**config.mk**
```make
export PLATFORM = sky130hd
export DESIGN_NAME = nbd_ctrl
export DESIGN_NICKNAME = d
export VERILOG_FILES = /design/src/nbd_pkg.sv /design/src/nbd_ctrl.sv
export VERILOG_INCLUDE_DIRS = /design/src /design/src/src
export SDC_FILE = /design/constraint.sdc
export NUM_CORES = 1
export LEC_CHECK = 0
export ABC_AREA = 1
export BUFFER_PORTS_ARGS = -buffer_cell sky130_fd_sc_hd__buf_4
export CELL_PAD_IN_SITES_DETAIL_PLACEMENT = 0
export CELL_PAD_IN_SITES_GLOBAL_PLACEMENT = 1
export CORE_UTILIZATION = 40
export DETAILED_ROUTE_END_ITERATION = 6
export GPL_TIMING_DRIVEN = 0
export MAX_ROUTING_LAYER = met4
export PLACE_DENSITY = 0.93
export SLEW_MARGIN = 20
export SYNTH_ARGS = -nofsm -noshare
export SYNTH_HDL_FRONTEND = slang
export SYNTH_SLANG_ARGS = --single-unit
```
**constraint.sdc**
```tcl
create_clock -name clk_i -period 4.25 [get_ports clk_i]
set_input_delay 0.425 -clock clk_i [delete_from_list [all_inputs] [get_ports clk_i]]
set_output_delay 0.425 -clock clk_i [all_outputs]
set_load 0.05 [all_outputs]
```
**src/nearest_building_distance_unit_macros.svh**
```systemverilog
// Assertion macros for the distance unit sources; only the controller includes them.
`ifndef NEAREST_BUILDING_DISTANCE_UNIT_MACROS_SVH
`define NEAREST_BUILDING_DISTANCE_UNIT_MACROS_SVH
`ifndef SYNTHESIS
`define NBD_ASSERT(lbl, prop) \
  lbl: assert property (@(posedge clk_i) disable iff (!rst_ni) (prop)) \
    else $error("nbd assertion failed");
`define NBD_ASSERT_IF(lbl, en, prop) \
  lbl: assert property (@(posedge clk_i) disable iff (!rst_ni) (en) |-> (prop)) \
    else $error("nbd assertion failed");
`else
`define NBD_ASSERT(lbl, prop)
`define NBD_ASSERT_IF(lbl, en, prop)
`endif
`endif

```
**src/nbd_pkg.sv**
```systemverilog
`default_nettype none
package nbd_pkg;

  localparam int MAX_BUILDINGS_DEF = 64;
  localparam int FRAC_BITS_DEF     = 8;

  localparam int POS_FIELD_W  = 21;
  localparam int EXT_FIELD_W  = 20;
  localparam int SLOT_W       = 6;
  localparam int CELL_W       = 10;
  localparam int COUNT_W      = 7;
  localparam int CFG_INDEX_W  = 2;
  localparam int CFG_DATA_W   = 20;
  localparam int DIST_W       = 21;

  localparam logic [CFG_INDEX_W-1:0] CFG_BUILDING_COUNT = 2'd0;
  localparam logic [CFG_INDEX_W-1:0] CFG_CELL_SIZE_X    = 2'd1;
  localparam logic [CFG_INDEX_W-1:0] CFG_CELL_SIZE_Y    = 2'd2;
  localparam logic [CFG_INDEX_W-1:0] CFG_CELL_SIZE_Z    = 2'd3;

  localparam logic CMD_LOAD  = 1'b0;
  localparam logic CMD_QUERY = 1'b1;

  localparam logic [CELL_W-1:0] CELL_SIZE_RESET = CELL_W'(0);
  localparam logic [EXT_FIELD_W-1:0] SPACING_RESET = 20'd256;

  // Width of the signed position datapath for a given fraction width.
  function automatic int pos_width(input int fb);
    int base;
    base = (fb + CELL_W > POS_FIELD_W) ? fb + CELL_W : POS_FIELD_W;
    return base + 3;
  endfunction

  typedef struct packed {
    logic signed [POS_FIELD_W-1:0] front_x;
    logic signed [POS_FIELD_W-1:0] center_y;
    logic [EXT_FIELD_W-1:0]        length_x;
    logic [EXT_FIELD_W-1:0]        width_y;
    logic [EXT_FIELD_W-1:0]        roof_height;
  } bld_t;

  typedef struct packed {
    logic wr_en;
    logic q_start;
    logic nb_set;
    logic rd_en;
    logic edge_en;
    logic face_en;
    logic sq_en;
    logic acc_clr;
    logic acc_add;
    logic rt_init;
    logic rt_step;
    logic c_take;
    logic c_first;
    logic b_take;
    logic b_first;
    logic out_load;
  } cmd_t;

  typedef struct packed {
    logic roof;
  } sts_t;

endpackage
`default_nettype wire

```
**src/nbd_ctrl.sv**
```systemverilog
`default_nettype none
`include "nearest_building_distance_unit_macros.svh"
module nbd_ctrl import nbd_pkg::*; #(
  parameter int MAX_BUILDINGS = MAX_BUILDINGS_DEF,
  parameter int FRAC_BITS     = FRAC_BITS_DEF,
  parameter int AW            = (MAX_BUILDINGS > 1) ? $clog2(MAX_BUILDINGS) : 1
) (
  input  wire logic               clk_i,
  input  wire logic               rst_ni,
  input  wire logic               in_valid_i,
  output      logic               in_stall_o,
  input  wire logic               command_i,
  input  wire logic [COUNT_W-1:0] building_count_i,
  input  wire logic               out_stall_i,
  output      logic               out_valid_o,
  input  wire sts_t               sts_i,
  output      cmd_t               cmd_o,
  output      logic [AW-1:0]      addr_o,
  output      logic [1:0]         cand_o,
  output      logic [1:0]         term_o
);

  localparam int CNTW0 = $clog2(MAX_BUILDINGS + 1);
  localparam int CNTW  = (CNTW0 > COUNT_W) ? CNTW0 : COUNT_W;
  localparam int RW    = pos_width(FRAC_BITS);
  localparam int SCW   = $clog2(RW);

  typedef enum logic [3:0] {
    S_IDLE, S_FETCH, S_EDGE, S_FACE, S_SQ, S_SQF, S_RT, S_CTAKE, S_BTAKE, S_DONE
  } state_e;

  state_e          state_q;
  logic [CNTW-1:0] n_q;
  logic [1:0]      cand_q;
  logic [1:0]      term_q;
  logic [SCW-1:0]  step_q;
  logic            out_valid_q;
  logic [CNTW-1:0] limit;
  logic            accept;
  logic            out_free;

  always_comb begin
    limit = (CNTW'(building_count_i) > CNTW'(MAX_BUILDINGS)) ?
            CNTW'(MAX_BUILDINGS) : CNTW'(building_count_i);
  end

  assign in_stall_o  = (state_q != S_IDLE);
  assign accept      = in_valid_i && !in_stall_o;
  assign out_free    = !out_valid_q || !out_stall_i;
  assign out_valid_o = out_valid_q;
  assign addr_o      = n_q[AW-1:0];
  assign cand_o      = cand_q;
  assign term_o      = term_q;

  always_comb begin
    cmd_o          = '0;
    cmd_o.wr_en    = accept && (command_i == CMD_LOAD);
    cmd_o.q_start  = accept && (command_i == CMD_QUERY);
    cmd_o.nb_set   = (limit == '0);
    cmd_o.rd_en    = (state_q == S_FETCH);
    cmd_o.edge_en  = (state_q == S_EDGE);
    cmd_o.face_en  = (state_q == S_FACE);
    cmd_o.sq_en    = (state_q == S_SQ);
    cmd_o.acc_clr  = (state_q == S_SQ) && (term_q == 2'd0);
    cmd_o.acc_add  = (state_q == S_SQ) && (term_q != 2'd0);
    cmd_o.rt_init  = (state_q == S_SQF);
    cmd_o.rt_step  = (state_q == S_RT);
    cmd_o.c_take   = (state_q == S_CTAKE);
    cmd_o.c_first  = (cand_q == 2'd0);
    cmd_o.b_take   = (state_q == S_BTAKE);
    cmd_o.b_first  = (n_q == '0);
    cmd_o.out_load = (state_q == S_DONE) && out_free;
  end

  always_ff @(posedge clk_i or negedge rst_ni) begin
    if (!rst_ni) begin
      state_q     <= S_IDLE;
      n_q         <= '0;
      cand_q      <= '0;
      term_q      <= '0;
      step_q      <= '0;
      out_valid_q <= 1'b0;
    end else begin
      if ((state_q == S_DONE) && out_free) begin
        out_valid_q <= 1'b1;
      end else if (out_valid_q && !out_stall_i) begin
        out_valid_q <= 1'b0;
      end
      case (state_q)
        S_IDLE: begin
          if (accept && (command_i == CMD_QUERY)) begin
            n_q     <= '0;
            state_q <= (limit == '0) ? S_DONE : S_FETCH;
          end
        end
        S_FETCH: state_q <= S_EDGE;
        S_EDGE:  state_q <= S_FACE;
        S_FACE: begin
          cand_q  <= '0;
          term_q  <= '0;
          state_q <= S_SQ;
        end
        S_SQ: begin
          if (term_q == 2'd2) begin
            term_q  <= '0;
            state_q <= S_SQF;
          end else begin
            term_q <= term_q + 2'd1;
          end
        end
        S_SQF: begin
          step_q  <= '0;
          state_q <= S_RT;
        end
        S_RT: begin
          step_q <= step_q + SCW'(1);
          if (step_q == SCW'(RW - 1)) begin
            state_q <= S_CTAKE;
          end
        end
        S_CTAKE: begin
          if (sts_i.roof || (cand_q == 2'd3)) begin
            state_q <= S_BTAKE;
          end else begin
            cand_q  <= cand_q + 2'd1;
            term_q  <= '0;
            state_q <= S_SQ;
          end
        end
        S_BTAKE: begin
          if (n_q + CNTW'(1) == limit) begin
            state_q <= S_DONE;
          end else begin
            n_q     <= n_q + CNTW'(1);
            state_q <= S_FETCH;
          end
        end
        S_DONE: begin
          if (out_free) begin
            state_q <= S_IDLE;
          end
        end
        default: state_q <= S_IDLE;
      endcase
    end
  end

  // A result only appears after the walk has finished.
  `NBD_ASSERT(a_out_after_done, $rose(out_valid_q) |-> $past(state_q == S_DONE))
  // A building above its roof has exactly one candidate.
  `NBD_ASSERT_IF(a_roof_one_cand, (state_q == S_CTAKE) && sts_i.roof, cand_q == 2'd0)
  // The walk never fetches past the loaded count.
  `NBD_ASSERT_IF(a_fetch_in_range, state_q == S_FETCH, n_q < limit)
  // The root sequencer stays within its digit count.
  `NBD_ASSERT_IF(a_step_bound, state_q == S_RT, step_q < SCW'(RW))

endmodule
`default_nettype wire

```
* Word level (Yosys, flattened, before mapping) *
Index checks and enable logic that the tools add are counted.
W data, S select, Z words.

word-level totals
  input bits = 13
  bits in registers = 21
  output and inout port bits = 28

cells by class
  muxes and demuxes = 20
  reductions and logical operators = 28
  $lt $le $gt $ge = 1
  bitwise operators = 1
  equal/unequal tests = 19
  add/sub/neg operators = 4

operators by type and width
  cell                   number
  $pmux W4 S10           1
  $mux W4                7
  $mux W7                3
  $eq A4 B3 Y1 const B   4
  $logic_not A7 Y1       2
  $pmux W7 S2            1
  $pmux W5 S2            1
  $reduce_bool A2 Y1     5
  $eq A4 B2 Y1 const B   2
  $eq A4 B4 Y1 const B   2
  $ne A2 B2 Y1 const B   4
  $add A7 B1 Y7 const B  1
  $eq A7 B7 Y1           1
  $gt A7 B7 Y1 const B   1
  $logic_and A1 B1 Y1    7
  $mux W2                3
  $pmux W2 S3            1
  $add A5 B1 Y5 const B  1
  $eq A5 B5 Y1 const B   1
  $add A2 B1 Y2 const B  2
  $eq A2 B2 Y1 const B   2
  $eq A4 B1 Y1 const B   1
  $logic_not A2 Y1       2
  $logic_not A4 Y1       1
  11 further kinds       17

* Longest topological paths before layout *
Gate-level depths: netlist of run 1.

  depth after elaboration = 6
  mapped depth = 13
  gate-level depth less buffers = 13

* Worst setup path after synthesis of run 1 *
Ideal clock, no wire load.

  kind = register to output
  from = register state_q[3]
  to = output port cmd_o[8] in the netlist's numbering
  stages on the path, launching flop included = 6
  path slack = 1.175 ns
  data arrival time = 2.650 ns
  cell sequence = dfrtp_1 -> inv_2 -> nand2_1 -> nor2_1 -> inv_1 -> nor3_1

RTL lines
  what                    line            RTL
  from (decl)             nbd_ctrl.sv:32  state_e state_q;
  from (signal assigned)  nbd_ctrl.sv:93  state_q <= (limit == '0) ? S_DONE : S_FETCH;
  to (decl)               nbd_ctrl.sv:17  output cmd_t cmd_o,

==> results by group, run 1 <==
Outcome
  – Status: finished clean

Floorplan
  – Chip Height: 64.58 µm
  – Site row count: 22
  – Die area: around 0.0042 mm²
  – Initial core utilization: 0.4215
  – I/O pins: 41
  – Core area: 0.003716 mm²
  – DIE WIDTH: 64.58 µm

Finish
  – # diodes: 0
  – Fraction of layout cells with a size suffix above 1: 0.2602
  – Commonest cells after routing, fill and taps aside: 61 x nand2_1, 46 x buf_4, 32 x inv_1, 25 x nor2_1, 23 x nand3_1
  – Most common cell after layout, fill and taps aside: nand2_1
  – Area grow syn2layout: 25.88%
  – Final Cell Area: a little under 0.002 mm²
  – Final net count: 288
  – Post-Layout Cell Count: 317

CTS
  – Num CTS Buffers: 3
  – Clock Tree Root: clkbuf_8
  – Setup Fix Bufs, Post-CTS: 0
  – Longest Clk Path Bufs: 2
  – TritonCTS Sinks: 21
  – Hold-fix buffers, CTS: 0
  – Worst-Skew Late Latency: ~0.26 ns
  – # H-tree levels: 1
  – Gates resized, CTS repair: 0
  – TritonCTS clock tree: done
  – Clock transition at the registers of the reported paths: 0.07 ns

Worst setup path
  – Crit path buf inv count: 3
  – CP Max Fanout: 6
  – CP endpoint kind: output pin
  – Family with the most delay on the worst path: simple AND/OR/NAND/NOR gates
  – Crit start category: flip-flop
  – Most frequent CP cell: inv_1
  – Slowest stage delay, CP: 0.46 ns
  – Req. time, crit path: 3.83 ns
  – Setup Crit Path Kind: flip-flop to output pin
  – Crit-path cells: nor2_2, inv_1, nor2_1, inv_1, nor3_1, buf_4
  – Crit path DAT: about 1.8 ns
  – CP max-delay cell: dfrtp_1

Yosys
  – Post-Synth Simple-Gate Area: 0.4153
  – Largest cells by area after synthesis: dfrtp_1 34%, nand2_1 15%, inv_1 7.7%
  – Register area share after synthesis: 0.3355
  – Syn Nets: 243
  – Largest family of logic cells by synthesized area: simple AND/OR/NAND/NOR gates
  – Compound-Gate Fraction of Synth Area: 0.06550
  – Yosys warns: 0
  – XOR/XNOR share of the synthesized area: 0.01118
  – Yosys cell types: 29
  – Synth Instances: 225
  – Top cell type's share of synthesized area: 0.3355
  – Mux share of post-synthesis cell area: 0.01278
  – Synth area leader: dfrtp_1
  – Seq cells post-synth: 21
  – Avg Cell Area, Syn: 6.962 µm²
  – Post-Synth Adder-Cell Area: 0.03994
  – Post-Synthesis Cell Area: 0.001567 mm²

Power
  – LEAKAGE: 1.077 nW
  – Clock power frac: 0.125
  – Sw frac: 0.5249
  – Switch Pwr: around 550 µW
  – Max VDD drop: 0.4365 mV
  – Cell Pwr Density: around 530 mW/mm²
  – Reg power frac: 0.297
  – Cell internal pwr: a little under 500 µW
  – Comb pwr share: 0.578

Timing
  – Fin crit share: 0.5130
  – Fin worst setup slack: 2.070 ns
  – Hold Vio Cnt, Final: 0
  – Worst-Margin Slew: 0.4217 ns
  – RSZ-0062 raised after global routing: no
  – Skew final: 0.002714 ns
  – Final setup TNS: 0 ns
  – Fmax: between 0.4 and 0.5 GHz
  – Finish-stage setup viols: 0
  – Relative slew slack: 0.7174
  – Pins over their slew limit: 0
  – Period minus WS final: 2.180 ns

Drt
  – Routed len/inst: 10.89 µm
  – Vias/cell: 4.735
  – Iter 0 DRT Violations: 69
  – Total number of vias: approximately 1.5k
  – DR pass1 iterations: 4
  – Number of routed nets with antenna violations: 0
  – Total Wirelength: 3451 µm
  – # DRC: 0

Global route
  – Initial antenna violation count: 0
  – Vias in the first global route: 1,340
  – GRT Resource Usage Total: 0.1826
  – GRT overflow: 0
  – Largest net degree at the start of global routing: 22
  – First-pass GRT wire length: around 5800 µm

Run
  – Total of max-cap violations: 0

Place
  – Placement Setup Slack: 2.308 ns
  – DP HPWL: 2768 µm
  – PortBufs: 40
  – Post-Place Cells: 313
  – Final GP Congestion: 0.7898
  – DP Area: 0.001927 mm²

Min path
  – Hold crit path type: input port to async pin
## per-layer routing
metal | track usage | part of all wire
met1 | 0.2234 | 0.49
met2 | 0.3092 | 0.47
met3 | 0.01585 | 0.028
met4 | 0.07500 | 0.015
met5 | - | 0
## flip-flops by register name (all words and copies together) (netlist names)
signal	cells
state_q	4
out_valid_o	1
n_q	7
term_o	2
step_q	5
cand_o	2
## cell families after synthesis
| kind of cell | Yosys count |
|---|---|
| adders and majority gates | 5 |
| and+or+nand+nor | 135 |
| AOI/OAI and AO/OA | 18 |
| DFF | 21 |
| buffers and inverters | 42 |
| xor gates and xnor gates | 2 |
| muxes | 2 |
## per-stage QoR
step,utilization,hold slack (ns),total power [mW]
6_report,0.5306,0.03899,1.043
5_1_grt,0.5306,0.05005,1.115
4_1_cts,0.5306,0.04503,1.053
3_5_place_dp,0.5185,0.3283,0.9185
3_3_place_gp,0.5185,0.3292,0.9150
2_1_floorplan,-,0.1294,0.7542
## power groups by stage
| stage | Combinational, mW | Sequential (mW) | Clock [mW] |
|---|---|---|---|
| CTS | 0.608 | 0.309 | 0.136 |
| finish | 0.603 | 0.310 | 0.131 |
| global route | 0.651 | 0.320 | 0.144 |
| detailed placement | 0.606 | 0.312 | 0 |
| floorplan | 0.406 | 0.348 | 0 |
| global placement | 0.603 | 0.312 | 0 |
## cell type report
cell class,count,area (µm²)
fillers,390,1744
inverters,35,131.4
clock buffers,4,45.04
multi-input cells,162,853.3
well taps,48,60.06
flip-flops and latches,21,525.5
plain buffers,7,56.30
repair buffers,40,300.3
## synth_stat cells
cell type / n
nand2_1: 61
inv_1: 32
nor2_1: 25
nand3_1: 23
dfrtp_1: 21
buf_4: 6
a21oi_1: 5
ha_1: 5
o21ai_0: 5
nand4_1: 4
nor2_2: 4
nor3_1: 4
o21ai_1: 4
inv_2: 3
nand2_2: 3
nor2_4: 3
mux2i_1: 2
nand2_4: 2
nor3_2: 2
xor2_1: 2
a22o_1: 1
a32oi_1: 1
buf_6: 1
nand3_2: 1
nand3_4: 1
nor3b_1: 1
nor3b_2: 1
o21bai_1: 1
o31ai_1: 1
## worst paths after layout
path                             startpoint           to  slack (ns)  cells after the start
worst max-delay path             state_q[0]     cmd_o[8]        2.07                      6
worst min-delay path                 rst_ni    step_q[2]        0.04                      1
worst max register to register       n_q[0]       n_q[4]        2.30                     11
worst min register to register    step_q[4]    step_q[4]        0.47                      1
max in group asynchronous            rst_ni       n_q[6]        3.99                      1
min in group clk_i              out_stall_i  out_valid_o        0.40                      3
No activity file was read; power rests on OpenSTA's default activity.
==> run 2, diff against run 1 <==
--- a/config.mk
+++ b/config.mk
@@ -10,11 +10,11 @@
 export BUFFER_PORTS_ARGS = -buffer_cell sky130_fd_sc_hd__buf_4
 export CELL_PAD_IN_SITES_DETAIL_PLACEMENT = 0
 export CELL_PAD_IN_SITES_GLOBAL_PLACEMENT = 1
-export CORE_UTILIZATION = 40
+export CORE_UTILIZATION = 33
 export DETAILED_ROUTE_END_ITERATION = 6
 export GPL_TIMING_DRIVEN = 0
 export MAX_ROUTING_LAYER = met4
-export PLACE_DENSITY = 0.93
+export PLACE_DENSITY = 0.83
 export SLEW_MARGIN = 20
 export SYNTH_ARGS = -nofsm -noshare
 export SYNTH_HDL_FRONTEND = slang
==> constraint.sdc (replaced) <==
create_clock -name clk_i -period 1.8 [get_ports clk_i]
set_input_delay 0.18 -clock clk_i [delete_from_list [all_inputs] [get_ports clk_i]]
set_output_delay 0.18 -clock clk_i [all_outputs]
set_load 0.05 [all_outputs]
==> results by group, run 2 (synthesis results as in run 1) <==
Outcome
  – Status: finished clean

Floorplan
  – Die area: 0.005027 mm²
  – I/O pins: 41
  – Core area: 0.004444 mm²
  – Chip Height: approximately 71 µm
  – Initial core utilization: 0.3525
  – DIE WIDTH: 70.90 µm
  – Site row count: 24

Finish
  – # diodes: 0
  – Most common cell after layout, fill and taps aside: nand2_1
  – Commonest cells after routing, fill and taps aside: 51 x nand2_1, 50 x buf_4, 32 x inv_1, 23 x nand3_1, 22 x nor2_1
  – Fraction of layout cells with a size suffix above 1: 0.3755
  – Area grow syn2layout: 39.54%
  – Largest register FFs: 7
  – Final-layout fill cell count: 470
  – Largest Register: n_q
  – Final net count: 296
  – Final Cell Area: 0.002186 mm²
  – Top Registers: n_q (7), step_q (5), state_q (4)

Worst setup path
  – Worst R2R End: n_q[5]
  – Crit path DAT: 1.98 ns
  – Most frequent CP cell: nand2_1
  – Slowest stage delay, CP: 0.45 ns
  – Family with the most delay on the worst path: simple AND/OR/NAND/NOR gates
  – Crit path buf inv count: 2
  – CP max-delay cell: dfrtp_2
  – Worst r2r path cells: 10
  – CP endpoint kind: flip-flop
  – Crit-path cells: buf_4, inv_1, ha_4, xor2_1, nand3_1, nor2_2, nand3_4, nand2_4, nand2_1, nand2_1
  – Crit Reg-Reg Startpoint: n_q[1]
  – Crit start category: flip-flop
  – Req. time, crit path: 2.00 ns
  – CP Max Fanout: 8
  – Setup Crit Path Kind: flip-flop to flip-flop
  – R2r setup slk: around 0.013 ns

Power
  – Max VDD drop: 0.7423 mV
  – Cell Pwr Density: 1211 mW/mm²
  – LEAKAGE: 1.124 nW
  – Total power: ~2.6 mW

Global route
  – First-pass GRT wire length: 6624 µm
  – Largest net degree at the start of global routing: 22
  – GR Layer Usage met1: 0.2140
  – GRT Resource Usage Total: 0.1713
  – Initial antenna violation count: 0
  – GRT Max-Usage Layer: met2
  – GRT overflow: 0
  – Vias in the first global route: 1,424
  – Met3 global-route usage: 0.02991
  – Met2 usage: 0.2959

Timing
  – Skew final: ~0.0017 ns
  – Fmax: 0.5595 GHz
  – Finish-stage setup viols: 0
  – Worst-Margin Slew: 0.3046 ns
  – Final hold slack: 0.1532 ns
  – RSZ-0062 raised after global routing: yes
  – Pins over their slew limit: 0
  – Hold Vio Cnt, Final: 0
  – Relative slew slack: 0.7962
  – Fin crit share: 0.9929
  – Period minus WS final: ~1.8 ns

Drt
  – Vias/cell: 4.745
  – Routed len/inst: 11.70 µm
  – Total number of vias: 1,561
  – Total Wirelength: between 3000 and 4000 µm
  – # DRC: 0
  – Number of routed nets with antenna violations: 0
  – DR pass1 iterations: 6
  – Iter 0 DRT Violations: just over 80

CTS
  – TritonCTS Sinks: 21
  – # H-tree levels: 1
  – TritonCTS clock tree: done
  – Longest Clk Path Bufs: 2
  – Num CTS Buffers: 3
  – Worst-Skew Late Latency: 0.26 ns
  – Clock transition at the registers of the reported paths: roughly 0.07 ns
  – Clock Tree Root: clkbuf_8

Place
  – DP Area: approximately 0.0020 mm²
  – PortBufs: 40
  – Final GP Congestion: 0.8084
  – DP HPWL: 2883 µm

Min path
  – Worst hold path depth: 3
  – Hold crit path type: input port to flip-flop
  – Min-delay src: out_stall_i
  – Hold Path Sink: out_valid_o

Run
  – Total of max-cap violations: 0
==> run 2: cell types whose count changed in the layout (fill, tap and decap cells not counted), sizes merged <==
cell / change
buf: +7
dlygate4sd3: +1
==> run 2: how the worst max path moves through the flow <==
stage | depth (start not counted) | endpoint | startpoint
finish | 10 | n_q[5] | n_q[1]
floorplan | 6 | term_o[0] | state_q[3]
global placement | 11 | n_q[1] | n_q[0]
detailed placement | 11 | n_q[5] | n_q[0]
CTS | 13 | n_q[5] | n_q[0]
global route | 13 | n_q[5] | n_q[0]
==> run 2: layer usage <==
layer / up-vias / routed length (µm) / share of wire
li1: 811 / - / -
met1: 717 / 1754 / 0.46
met2: 29 / 1962 / 0.51
met3: 4 / 106 / 0.028
met4: 0 / 24 / 0.0062
met5: - / 0 / 0
==> run 2: tightest hold or removal path: stages <==
cell and delay [ns]:
buf_4 0.08, nand2_1 0.06, nand2_1 0.06
==> run 2: per-stage QoR <==
stage                     instances  setup slack, ns  utilization  setup TNS [ns]
after floorplan                 225          -0.2746            -          -3.409
after global placement          317          -0.1386       0.4445         -0.9619
after detailed placement        317          -0.1849       0.4445          -1.192
after CTS                       326        0.0005858       0.4704               0
after global routing            329          -0.1118       0.4918         -0.7151
final                           329          0.01283       0.4918               0
==> run 2: layout make-up <==
cell class / instances / area, µm² / area share
Inverter: 35 / 133.9 / 0.06125
Tap cell: 52 / 65.06 / 0.02977
Sequential cell: 21 / 531.8 / 0.2433
Clock buffer: 4 / 45.04 / 0.02061
Multi-Input combinational cell: 162 / 979.7 / 0.4482
Timing Repair Buffer: 48 / 374.1 / 0.1712
Buffer: 7 / 56.30 / 0.02576
==> run 2: power breakdown <==
group	internal (mW)	total [mW]	switching (mW)
sequential	0.598	0.751	0.153
combinational	0.494	1.59	1.10
clock	0.158	0.306	0.148
total	1.25	2.65	1.40
==> run 2: what timing repair did <==
item	CTS	global route
resized for setup	9	19
setup endpoints to repair	10	13
hold endpoints to repair	21	0
pin swaps	1	13
hold buffers	1	0
buffers inserted	4	3
==> run 3, diff against run 2 <==
--- a/config.mk
+++ b/config.mk
@@ -10,6 +10,7 @@
 export BUFFER_PORTS_ARGS = -buffer_cell sky130_fd_sc_hd__buf_4
 export CELL_PAD_IN_SITES_DETAIL_PLACEMENT = 0
 export CELL_PAD_IN_SITES_GLOBAL_PLACEMENT = 1
+export CORE_ASPECT_RATIO = 0.75
 export CORE_UTILIZATION = 33
 export DETAILED_ROUTE_END_ITERATION = 6
 export GPL_TIMING_DRIVEN = 0
==> results by group, run 3 (synthesis results as in run 1) <==
Place
  – Placement Setup Slack: -0.09296 ns
  – Final GP Congestion: 0.8039
  – DP HPWL: 2841 µm
  – Post-Place Cells: 322
  – PortBufs: 40

Min path
  – Hold crit path type: input port to flip-flop
  – Worst hold path depth: 3

CTS
  – Clock transition at the registers of the reported paths: around 0.09 ns
  – Num CTS Buffers: 3
  – Longest Clk Path Bufs: 2
  – Clock Tree Root: clkbuf_8
  – TritonCTS clock tree: done
  – TritonCTS Sinks: 21
  – Worst-Skew Late Latency: 0.26 ns
  – # H-tree levels: 1

Finish
  – Largest register FFs: 7
  – Commonest cells after routing, fill and taps aside: 56 x buf_4, 52 x nand2_1, 31 x inv_1, 22 x nor2_1, 20 x nand3_1
  – Most common cell after layout, fill and taps aside: buf_4
  – Post-layout util: 0.4934
  – Area grow syn2layout: 42.33%
  – Top Registers: n_q (7), step_q (5), state_q (4)
  – Fraction of layout cells with a size suffix above 1: 0.3936
  – Largest Register: n_q
  – Final net count: 301
  – # diodes: 0
  – Post-Layout Cell Count: 339

Timing
  – Pins over their slew limit: 0
  – Fin crit share: 0.9886
  – Hold Vio Cnt, Final: 0
  – Skew final: 0.01129 ns
  – Final hold slack: 0.1560 ns
  – Finish-stage setup viols: 0
  – Relative slew slack: 0.7522
  – Fmax: 0.5620 GHz
  – Fin worst setup slack: 0.02049 ns
  – RSZ-0062 raised after global routing: yes
  – Final setup TNS: 0 ns
  – Period minus WS final: 1.780 ns
  – Worst-Margin Slew: 0.3697 ns

Floorplan
  – Initial core utilization: 0.3466
  – I/O pins: 41
  – Chip Height: about 62 µm
  – DIE WIDTH: 81.56 µm
  – Site row count: 21
  – Core area: 0.004519 mm²
  – Die area: about 0.005 mm²

Worst setup path
  – Family with the most delay on the worst path: simple AND/OR/NAND/NOR gates
  – Crit start category: flip-flop
  – Crit path DAT: 1.98 ns
  – Crit. path cell count: 13
  – Crit path buf inv count: 0
  – Most frequent CP cell: nand2_2
  – Worst r2r path cells: 13
  – Setup Crit Path Kind: flip-flop to flip-flop
  – CP max-delay cell: dfrtp_2
  – CP Max Fanout: 8
  – Crit-path cells: ha_4, nand2_4, nor2_4, nand2_2, nand2_2, nand2_2, nand2_2, nand3_2, nor2_4, nand3_4, nand2_4, nand2_1, nand2_1
  – Req. time, crit path: 2.00 ns
  – Slowest stage delay, CP: 0.46 ns
  – CP endpoint kind: flip-flop

Global route
  – First-pass GRT wire length: approximately 6000 µm
  – Largest net degree at the start of global routing: 22
  – Initial antenna violation count: 0
  – GRT Resource Usage Total: 0.1619
  – GRT overflow: 0
  – Vias in the first global route: 1,351

Drt
  – Vias/cell: 4.611
  – # DRC: 0
  – Routed len/inst: 11.12 µm
  – Iter 0 DRT Violations: 63
  – Total number of vias: 1,563
  – Total Wirelength: 3770 µm
  – Number of routed nets with antenna violations: 0
  – DR pass1 iterations: 4

Run
  – Total of max-cap violations: 0

Power
  – Cell Pwr Density: 1195 mW/mm²
  – Max VDD drop: 0.6468 mV
  – LEAKAGE: 1.153 nW

Outcome
  – Status: finished clean
run 3: area by class of cell:
cell class | instances | area (µm²)
multi-input cells | 162 | 983.4
repair buffers | 53 | 407.9
inverters | 35 | 131.4
flip-flops and latches | 21 | 530.5
well taps | 57 | 71.32
clock buffers | 3 | 41.29
plain buffers | 7 | 56.30
clock inverters | 1 | 7.507
fillers | 464 | 2290
run 3: what timing repair did:
action	in CTS	in global routing
hold buffers	1	0
endpoints found under the hold margin	21	0
setup buffers	4	8
setup endpoints to repair	10	11
gates resized for setup	10	17
pin swaps	1	15
run 3: layer usage:
layer,track usage,routed length [µm],vias to the layer above
li1,-,-,827
met1,0.2313,1867,703
met2,0.2405,1733,31
met3,0.02667,147,2
met4,0.03061,21,0
met5,-,0,-
run 3: power breakdown:
group | internal, mW | switching [mW] | leakage (nW)
Sequential | 0.596 | 0.149 | 0.274
Combinational | 0.510 | 1.10 | 0.857
Clock | 0.156 | 0.158 | 0.0217
run 3: path summary, 6_finish.rpt:
kind                             start          end  slack [ns]
max                             n_q[1]       n_q[4]        0.02
min                        out_stall_i  out_valid_o        0.16
max reg2reg                     n_q[1]       n_q[4]        0.02
min reg2reg                  step_q[4]    step_q[4]        0.48
max in group asynchronous       rst_ni       n_q[1]        1.22
min in group asynchronous       rst_ni   state_q[2]        0.34
run 3: worst register-to-register path, stage by stage, from the launching register on:
cell,delay (ns)
dfrtp_2,0.46
ha_4,0.18
nand2_4,0.06
nor2_4,0.12
nand2_2,0.09
nand2_2,0.07
nand2_2,0.05
nand2_2,0.06
nand3_2,0.08
nor2_4,0.15
nand3_4,0.14
nand2_4,0.14
nand2_1,0.06
nand2_1,0.06
run 3: stage by stage:
stage	cell area, µm²	total power [mW]
6_report	2230	2.665
3_5_place_dp	1982	2.232
3_3_place_gp	1982	2.223
2_1_floorplan	1610	1.838
5_1_grt	2230	2.864
4_1_cts	2098	2.599
